## config.mk

```make
export PLATFORM = sky130hd
export DESIGN_NAME = parallel_port_audio_dac_fifo_core
export DESIGN_NICKNAME = d
export VERILOG_FILES = /design/src/rtl/ppdac_pkg.sv /design/src/rtl/ppdac_fifo.sv /design/src/rtl/ppdac_bus.sv /design/src/rtl/parallel_port_audio_dac_fifo_core.sv
export VERILOG_INCLUDE_DIRS = /design/src /design/src/rtl
export SDC_FILE = /design/constraint.sdc
export NUM_CORES = 1
export LEC_CHECK = 0
export BUFFER_PORTS_ARGS = -buffer_cell sky130_fd_sc_hd__buf_2
export CORE_MARGIN = 5
export CORE_UTILIZATION = 60
export CTS_CLUSTER_SIZE = 25
export DETAILED_ROUTE_END_ITERATION = 8
export PLACE_DENSITY_LB_ADDON = 0.2
export SYNTH_ARGS = -nofsm -noshare
export SYNTH_HDL_FRONTEND = slang
export SYNTH_SLANG_ARGS = --single-unit
```

## constraint.sdc

```tcl
create_clock -name clk -period 3.25 [get_ports clk]
set_clock_uncertainty 0.15 [all_clocks]
set_input_delay 0.4875 -clock clk [delete_from_list [all_inputs] [get_ports clk]]
set_output_delay 0.4875 -clock clk [all_outputs]
set_load 0.02 [all_outputs]
```

## src/rtl/assert_macros.svh

```systemverilog
// Assertion helpers shared by the RTL.
`ifndef ASSERT_MACROS_SVH
`define ASSERT_MACROS_SVH

// Clocked check, switched off while reset is applied.
`define PPDAC_ASSERT(label, prop, msg) \
  label: assert property (@(posedge clk) disable iff (!rst_n) (prop)) else $error(msg);

// Clocked check that also holds during reset.
`define PPDAC_ASSERT_ALWAYS(label, prop, msg) \
  label: assert property (@(posedge clk) (prop)) else $error(msg);

`endif

```

## src/rtl/ppdac_pkg.sv

```systemverilog
`timescale 1ns / 1ps

package ppdac_pkg;

  localparam int FIFO_DEPTH = 16;
  localparam int PTR_W      = (FIFO_DEPTH > 1) ? $clog2(FIFO_DEPTH) : 1;
  localparam int CNT_W      = $clog2(FIFO_DEPTH + 1);

  localparam logic [PTR_W-1:0] PTR_LAST  = PTR_W'(FIFO_DEPTH - 1);
  localparam logic [PTR_W-1:0] PTR_ZERO  = '0;
  localparam logic [PTR_W-1:0] WR_RESET  = PTR_W'(1 % FIFO_DEPTH);
  localparam logic [CNT_W-1:0] CNT_ONE   = CNT_W'(1);
  localparam logic [CNT_W-1:0] CNT_FULL  = CNT_W'(FIFO_DEPTH);

  localparam int         SELECT_BIT  = 3;
  localparam int         ACK_BIT     = 6;
  localparam logic [7:0] SILENT_BYTE = 8'h80;

  typedef enum logic [1:0] {
    OP_WRITE_DATA    = 2'd0,
    OP_READ_STATUS   = 2'd1,
    OP_WRITE_CONTROL = 2'd2,
    OP_TICK          = 2'd3
  } opcode_t;

  typedef struct packed {
    logic       push;
    logic       pop;
    logic [7:0] push_data;
  } fifo_cmd_t;

  typedef struct packed {
    logic       full;
    logic       multi;   // more than one entry held
    logic [7:0] front;
  } fifo_stat_t;

  function automatic logic [PTR_W-1:0] ptr_next(input logic [PTR_W-1:0] p);
    logic [PTR_W-1:0] r;
    if (p == PTR_LAST) begin
      r = PTR_ZERO;
    end else begin
      r = p + PTR_W'(1);
    end
    return r;
  endfunction

endpackage

```

## src/rtl/ppdac_fifo.sv

```systemverilog
`timescale 1ns / 1ps
`include "assert_macros.svh"

module ppdac_fifo (
  input  logic                  clk,
  input  logic                  rst_n,
  input  ppdac_pkg::fifo_cmd_t  cmd,
  output ppdac_pkg::fifo_stat_t stat
);
  import ppdac_pkg::*;

  logic [7:0]       store_r [FIFO_DEPTH];
  logic [PTR_W-1:0] rd_r, rd_nxt;
  logic [PTR_W-1:0] wr_r, wr_nxt;
  logic [CNT_W-1:0] cnt_r, cnt_nxt;

  always_comb begin
    rd_nxt  = rd_r;
    wr_nxt  = wr_r;
    cnt_nxt = cnt_r;
    if (cmd.push) begin
      wr_nxt  = ptr_next(wr_r);
      cnt_nxt = cnt_r + CNT_W'(1);
    end else if (cmd.pop) begin
      rd_nxt  = ptr_next(rd_r);
      cnt_nxt = cnt_r - CNT_W'(1);
    end
  end

  always_ff @(posedge clk) begin
    if (!rst_n) begin
      rd_r  <= PTR_ZERO;
      wr_r  <= WR_RESET;
      cnt_r <= CNT_ONE;
    end else begin
      rd_r  <= rd_nxt;
      wr_r  <= wr_nxt;
      cnt_r <= cnt_nxt;
    end
  end

  // entry 0 holds the silent byte after reset; others are written before use
  always_ff @(posedge clk) begin
    if (!rst_n) begin
      store_r[0] <= SILENT_BYTE;
    end else if (cmd.push) begin
      store_r[wr_r] <= cmd.push_data;
    end
  end

  assign stat.full  = (cnt_r == CNT_FULL);
  assign stat.multi = (cnt_r > CNT_ONE);
  assign stat.front = store_r[rd_r];

  `PPDAC_ASSERT(a_cnt_range, (cnt_r >= CNT_ONE) && (cnt_r <= CNT_FULL), "fill count out of range")
  `PPDAC_ASSERT(a_no_push_full, cmd.push |-> !stat.full, "push into full FIFO")
  `PPDAC_ASSERT(a_no_pop_last, cmd.pop |-> stat.multi, "pop of last entry")
  `PPDAC_ASSERT(a_full_ptrs, stat.full |-> (rd_r == wr_r), "pointers disagree when full")

endmodule

```

## src/rtl/ppdac_bus.sv

```systemverilog
`timescale 1ns / 1ps
`include "assert_macros.svh"

module ppdac_bus (
  input  logic                  clk,
  input  logic                  rst_n,
  input  logic                  in_fire,
  input  logic [1:0]            in_opcode,
  input  logic [7:0]            in_bus_value,
  input  ppdac_pkg::fifo_stat_t stat,
  output ppdac_pkg::fifo_cmd_t  cmd,
  output logic                  out_valid,
  output logic [7:0]            out_status_byte,
  output logic signed [15:0]    out_sample_value
);
  import ppdac_pkg::*;

  logic               in_valid_r;
  opcode_t            op_r;
  logic [7:0]         bus_r;
  logic [7:0]         data_r, data_nxt;
  logic [7:0]         ctrl_r, ctrl_nxt;
  logic               out_valid_r;
  logic [7:0]         status_r, status_nxt;
  logic signed [15:0] sample_r, sample_nxt;

  always_comb begin
    cmd        = '0;
    data_nxt   = data_r;
    ctrl_nxt   = ctrl_r;
    status_nxt = '0;
    sample_nxt = '0;
    cmd.push_data = data_r;
    if (in_valid_r) begin
      unique case (op_r)
        OP_WRITE_DATA: begin
          data_nxt = bus_r;
        end
        OP_READ_STATUS: begin
          status_nxt[ACK_BIT] = stat.full;
        end
        OP_WRITE_CONTROL: begin
          // select rising edge latches the data byte
          cmd.push = !ctrl_r[SELECT_BIT] && bus_r[SELECT_BIT] && !stat.full;
          ctrl_nxt = bus_r;
        end
        OP_TICK: begin
          sample_nxt = {stat.front ^ SILENT_BYTE, 8'h00};
          cmd.pop    = stat.multi;
        end
        default: begin
          sample_nxt = '0;
        end
      endcase
    end
  end

  always_ff @(posedge clk) begin
    if (!rst_n) begin
      in_valid_r  <= 1'b0;
      out_valid_r <= 1'b0;
      data_r      <= SILENT_BYTE;
      ctrl_r      <= '0;
    end else begin
      in_valid_r  <= in_fire;
      out_valid_r <= in_valid_r;
      data_r      <= data_nxt;
      ctrl_r      <= ctrl_nxt;
    end
  end

  always_ff @(posedge clk) begin
    if (in_fire) begin
      op_r  <= opcode_t'(in_opcode);
      bus_r <= in_bus_value;
    end
    status_r <= status_nxt;
    sample_r <= sample_nxt;
  end

  assign out_valid        = out_valid_r;
  assign out_status_byte  = status_r;
  assign out_sample_value = sample_r;

  `PPDAC_ASSERT(a_res_follows, in_valid_r |=> out_valid_r, "transaction lost")
  `PPDAC_ASSERT(a_no_spurious, !in_valid_r |=> !out_valid_r, "result without transaction")
  `PPDAC_ASSERT(a_push_src, cmd.push |-> (in_valid_r && (op_r == OP_WRITE_CONTROL)), "stray push")

endmodule

```

## src/rtl/parallel_port_audio_dac_fifo_core.sv

```systemverilog
`timescale 1ns / 1ps
// Channel   Direction  Handshake                 Payload
// input     in         start (taken when !busy)  in_opcode[1:0], in_bus_value[7:0]
// result    out        out_valid strobe          out_status_byte[7:0], out_sample_value[15:0]
//
// One transaction accepted per cycle; busy stays low after reset.
// Each result passes the input register, then FIFO/latch logic into the result
// register.
// rst_n is synchronous: the FIFO holds one silent byte, data latch = 0x80.
// The receiver cannot stall; every result is a one-cycle out_valid pulse.

module parallel_port_audio_dac_fifo_core (
  input  logic               clk,
  input  logic               rst_n,
  input  logic               start,
  output logic               busy,
  input  logic [1:0]         in_opcode,
  input  logic [7:0]         in_bus_value,
  output logic               out_valid,
  output logic [7:0]         out_status_byte,
  output logic signed [15:0] out_sample_value
);
  import ppdac_pkg::*;

  fifo_cmd_t  fifo_cmd;
  fifo_stat_t fifo_stat;
  logic       in_fire;

  // Every opcode completes in one pass, so the port never pushes back.
  assign busy    = 1'b0;
  assign in_fire = start && !busy;

  // Bus decode, data/control latches and the result register.
  ppdac_bus u_bus (
    .clk              (clk),
    .rst_n            (rst_n),
    .in_fire          (in_fire),
    .in_opcode        (in_opcode),
    .in_bus_value     (in_bus_value),
    .stat             (fifo_stat),
    .cmd              (fifo_cmd),
    .out_valid        (out_valid),
    .out_status_byte  (out_status_byte),
    .out_sample_value (out_sample_value)
  );

  // Sample FIFO: never runs empty, the last byte is repeated on ticks.
  ppdac_fifo u_fifo (
    .clk   (clk),
    .rst_n (rst_n),
    .cmd   (fifo_cmd),
    .stat  (fifo_stat)
  );

endmodule

```

## Yosys cells after proc, flatten, opt, wreduce, memory -nomap -nowiden

Memory sizes are Yosys's and may differ from the RTL's. A register that Yosys moved wholly into a read port is not among the register bits.
Index checks and enable logic that the tools add are counted.

- Add/sub/neg operators: 4
- Magnitude comparators: 1
- Equal/unequal tests: 6
- Mux-type cells: 16
- Bitwise operators: 2
- Reduce and logical (&&, ||, !) cells: 12

Operators with widths:

| operator | number |
|---|---|
| two-way mux 4 bit | 5 |
| two-way mux 5 bit | 2 |
| AND reduction 2 bit | 5 |
| adder 4 x 1 -> 4 bit, second input constant | 2 |
| == test 4 bit, second input constant | 2 |
| two-way mux 8 bit | 1 |
| OR reduction 8 bit | 1 |
| two-way mux 1 bit | 7 |
| adder 5 x 1 -> 5 bit, second input constant | 1 |
| == test 5 bit, second input constant | 1 |
| > comparator 5 x 1 -> 1 bit, second input constant | 1 |
| subtractor 5 x 1 -> 5 bit, second input constant | 1 |
| == test 2 bit, second input constant | 2 |
| == test 2 x 1 -> 1 bit, second input constant | 1 |
| logical AND 1 bit | 2 |
| logical NOT 1 bit | 2 |
| logical NOT 2 bit | 1 |
| two-way mux 2 bit | 1 |
| inverter 1 bit | 2 |
| nonzero test 2 bit | 1 |

- Flip-flop bits (word level): 54
- Memory bits (writable): 128
- Input port bits: 13
- Logic and storage cells: 54
- Memories: 1

Memory list:

| memory | words | bits a word | read ports | clocked after memory_dff | wr ports | RTL line | RTL |
|---|---|---|---|---|---|---|---|
| u_fifo.store_r | 16 | 8 | 1 | 1 | 1 | ppdac_fifo.sv:12 | `logic [7:0] store_r [FIFO_DEPTH];` |

## Logic depth before layout (Yosys ltp)

- Depth after elaboration: 10
- Mapped depth: 7
- Gate-level depth less buffers: 6

## By module

A second synthesis with hierarchy kept.

- Cells, all modules: 412
- Area, all modules: 6,947.9 µm²

Modules (own cells, without submodules):

| module | instances | cells each | area each (µm²) |
|---|---|---|---|
| ppdac_fifo | 1 | 318 | 5,814.3 |
| ppdac_bus | 1 | 92 | 1,122.3 |
| parallel_port_audio_dac_fifo_core | 1 | 2 | 11.3 |

## Least setup slack after synthesis

Ideal clock, no wire load.

- Kind: reg-to-reg
- From: register u_fifo.cnt_r[0]
- To: memory u_fifo.store_r[11][0], enable pin
- Library setup time: 0.370 ns
- Arrival time: 1.816 ns
- Required time: 2.730 ns
- Path slack: 0.914 ns
- Stages on the path, launching flop included: 7
- Period minus slack after synthesis: 2.336 ns
- Path through: dfxtp_1 -> inv_1 -> ha_1 -> a311oi_4 -> buf_6 -> nand4b_4 -> nor2_1

- Longest elaborated chain between the ends: 10
- Elaborated cells between the ends (all ways): 11

RTL lines:

| item | RTL line | RTL |
|---|---|---|
| start, declared | ppdac_fifo.sv:15 | `logic [CNT_W-1:0] cnt_r, cnt_nxt;` |
| start signal, assigned | ppdac_fifo.sv:38 | `cnt_r <= cnt_nxt;` |
| == test 5 bit (*) | ppdac_fifo.sv:51 | `assign stat.full = (cnt_r == CNT_FULL);` |
| logical NOT 1 bit (*) | ppdac_bus.sv:44 | `cmd.push = !ctrl_r[SELECT_BIT] && bus_r[SELECT_BIT] && !stat.full;` |
| logical AND 1 bit (*) | ppdac_bus.sv:44 |  |
| two-way mux 1 bit (*) | ppdac_bus.sv:35 | `unique case (op_r)` |
| two-way mux 2 bit (*) | ppdac_bus.sv:34 | `if (in_valid_r) begin` |
| two-way mux 1 bit (*) | ppdac_fifo.sv:46 | `end else if (cmd.push) begin` |
| two-way mux 1 bit (*) | ppdac_fifo.sv:44 | `if (!rst_n) begin` |
| two-way mux 1 bit (implied by the code) (*) | ppdac_fifo.sv:47 | `store_r[wr_r] <= cmd.push_data;` |
| OR reduction 8 bit (no source line) | n/a |  |
| two-way mux 4 bit (no source line) / two-way mux 1 bit (equally long branches) | n/a |  |
| end, declared | ppdac_fifo.sv:12 |  |

Mark *: on every way between the ends. The rest lies on a longest branch, timed or not.

## Worst setup path after layout

- From: register u_fifo.cnt_r[0]
- To: memory u_fifo.store_r[13][0], enable pin

Same word-level chain as after synthesis.

==> flow_metrics.tcl <==
set metrics [dict create \
    clk_pin_slew_worst_paths_ps 70 \
    crit_slowest_cell "nor2_1" \
    cts_setup_buffers 0 \
    core_area_um2 11500 \
    routed_via_density 5.85 \
    cts_resized 0 \
    rows 39 \
    slowest_delay_ps 660 \
    fmax_mhz 364 \
    fin_cells 591 \
    synth_xor_area_frac 0 \
    synth_seq_area_share 0.694 \
    max-vdd-ir-drop_mv 0.554 \
    wl_met1_mm 5.51 \
    synth_flop_cell "edfxtp_1" \
    rsz0062_at_grt "no" \
    cts_max_path_buffers 2 \
    io_buffers 22 \
    drc 0 \
    synth_top_family_by_area "multiplexers" \
    cts_tree "done" \
    tightest_slew_ps 913 \
    async_reset_ff_frac 0 \
    min_period_ps 2750 \
    synth_mux_area_frac 0.146 \
    drive_gt1_frac 0.190 \
    cts_root_buf "clkbuf_16" \
    wl_per_cell_um 20.6 \
    vias 3457 \
    min_period_over_period 0.845 \
    synthAdderAreaFrac 0.0107 \
    design.die.area_um2 14000 \
    synth_cell_types 43 \
    clock-sinks 175 \
    synth_area_um2 7040 \
    htreeDepth 4 \
    gp_congestion 0.771 \
    synthCells 402 \
    clk-insertion-delay-late_ps 430 \
    drt_iter0_drc 282 \
    critical_path_class "reg2reg" \
    grt-ovfl-total 0 \
    cp.arrival_ps 2650 \
    routed_wirelength_mm 12.2 \
    crit_family "simple AND/OR/NAND/NOR gates" \
    final_nets 454 \
    layout_common_cells "edfxtp_1, dfxtp_1, nand2_1, mux4_1, buf_2" \
    dr.pass1.iters 5 \
    diodes 0 \
    wl_met2_mm 5.80 \
    p_leak_uw 0.00285 \
    setup_viol 0 \
    die_x_um 118 \
    p_per_area_nw_per_um2 568 \
    dp_cells 559 \
    crit_buf_inv 2 \
    dp_hpwl_mm 8.03 \
    grt_max_degree 31 \
    synth_edf_count 138 \
    setup-tns-final_ps 0 \
    maxSlewViolCount 0 \
    synth_simple_gate_area_frac 0.0783 \
    cp-end-kind "register" \
    hold_class "in2reg" \
    antenna_left 0 \
    cp_max_fo 23 \
    status "completed" \
    grt_use_total 0.185 \
    area_growth_pct 10.6 \
    grt_antenna_before_repair 0 \
    crit_chain "inv_1 > ha_1 > a311oi_4 > buf_4 > nand4_4 > nor2_1" \
    cts_buffers 17 \
    maxUsedRoutingLayer "met4" \
    cts_hold_buf 0 \
    num_io_pins 39 \
    syn_avg_cell_area_um2 17.5 \
    drv.max_cap_violation_count 0 \
    hold_viol 0 \
    wl_met3_um 608 \
    grt_pass1_wl_mm 19.1 \
    ys_warn_count 0 \
    total_power_uw 4420 \
    maxSlewHeadroom 0.392 \
    ys_seq_elements 175 \
    grt_pass1_vias 3426 \
    final_common_cell "edfxtp_1" \
    critPathRequiredTime_ps 3160 \
    fin_hold_ws_ps 83.7 \
    chipHeight_um 118 \
    initial_utilization 0.614 \
    synth_compound_area_frac 0.0336 \
    critPathLaunchType "register" \
]
cell usage after synthesis, types with 2 or more instances:
| library cell | n | share of area |
|---|---|---|
| clkbuf_1 | 5 | 0.0027 |
| a21oi_1 | 2 | 0.0014 |
| nand4b_4 | 2 | 0.0068 |
| nor3b_1 | 3 | 0.0032 |
| ha_1 | 6 | 0.011 |
| inv_1 | 5 | 0.0027 |
| buf_12 | 2 | 0.0057 |
| mux4_2 | 10 | 0.032 |
| nand3_1 | 5 | 0.0036 |
| nor2_1 | 18 | 0.0096 |
| buf_2 | 8 | 0.0057 |
| nor4_1 | 3 | 0.0027 |
| a22oi_1 | 13 | 0.014 |
| nand2_1 | 23 | 0.012 |
| mux4_1 | 22 | 0.082 |
| o21ai_1 | 2 | 0.0014 |
| dfxtp_1 | 37 | 0.11 |
| nand3b_1 | 2 | 0.0021 |
| mux2i_1 | 20 | 0.028 |
| nor2b_1 | 11 | 0.0098 |
| a31oi_1 | 4 | 0.0036 |
| edfxtp_1 | 138 | 0.59 |
| mux2_2 | 2 | 0.0032 |
| and2_1 | 2 | 0.0018 |
| buf_4 | 16 | 0.017 |
| and3_1 | 7 | 0.0062 |
| o21a_1 | 3 | 0.0032 |
| nor3_1 | 6 | 0.0043 |
| nand2b_1 | 8 | 0.0071 |
| nor3_2 | 3 | 0.0043 |
| buf_6 | 2 | 0.0032 |
flip-flops by register name, indices dropped and copies added (netlist names), named ones only:
signal,cells
u_bus.ctrl_r,1
u_fifo.wr_r,4
u_bus.out_sample_value,8
u_bus.data_r,8
u_fifo.cnt_r,5
u_bus.out_valid,1
u_bus.op_r,2
u_fifo.store_r,128
u_fifo.rd_r,4
u_bus.out_status_byte,1
u_bus.in_valid_r,1
u_bus.bus_r,8
worst reg2reg max path, cell delays in order, from the launching register on:
cell	delay, ps
dfxtp_1	460
inv_1	100
ha_1	250
a311oi_4	260
buf_4	330
nand4_4	160
nor2_1	660
metrics by stage:
step,util,worst slack (ps),cell area (µm²)
final,0.680,505,7790
after CTS,0.680,510,7790
after detailed placement,0.630,518,7230
after global placement,0.630,650,7230
after global routing,0.680,367,7790
after floorplan,-,914,7100
final cells by class:
| cell class | instances | area (µm²) |
|---|---|---|
| clock buffer | 17 | 425 |
| timing repair buffer | 33 | 193 |
| inverter | 5 | 18.8 |
| fill | 751 | 3670 |
| tap | 143 | 179 |
| sequential | 175 | 4890 |
| multi-input combinational | 203 | 1950 |
| clock inverter | 15 | 141 |
logic make-up after synthesis:
kind of cell | Yosys count
DFF | 175
other | 1
buffers and inverters | 39
and+or+nand+nor | 96
AOI/OAI and AO/OA | 31
adders and majority gates | 6
muxes | 54
report_power, final:
part | switching (µW) | leakage, µW | total, µW | internal [µW]
combinational | 54.9 | 0.000928 | 82.7 | 27.8
clock | 904 | 0.000277 | 1920 | 1020
sequential | 12.8 | 0.00164 | 2420 | 2410
routing by layer:
layer  vias up  track usage
li1       1620            -
met1      1726        0.253
met2        94        0.282
met3        17       0.0492
met4         0       0.0817
met5         -            0
worst paths after layout:
path | from | end | slack [ps] | cells past startpoint
min | in_bus_value[0] | u_bus.bus_r[0]$_DFFE_PP_ | 80 | 1
max reg2reg | u_fifo.cnt_r[0]$_SDFFE_PN1P_ | u_fifo.store_r[13][0]$_DFFE_PP_ | 500 | 6
max | u_fifo.cnt_r[0]$_SDFFE_PN1P_ | u_fifo.store_r[13][0]$_DFFE_PP_ | 500 | 6
min reg2reg | u_bus.data_r[7]$_SDFFE_PN1P_ | u_bus.data_r[7]$_SDFFE_PN1P_ | 320 | 2
No activity file was read; power rests on OpenSTA's default activity.
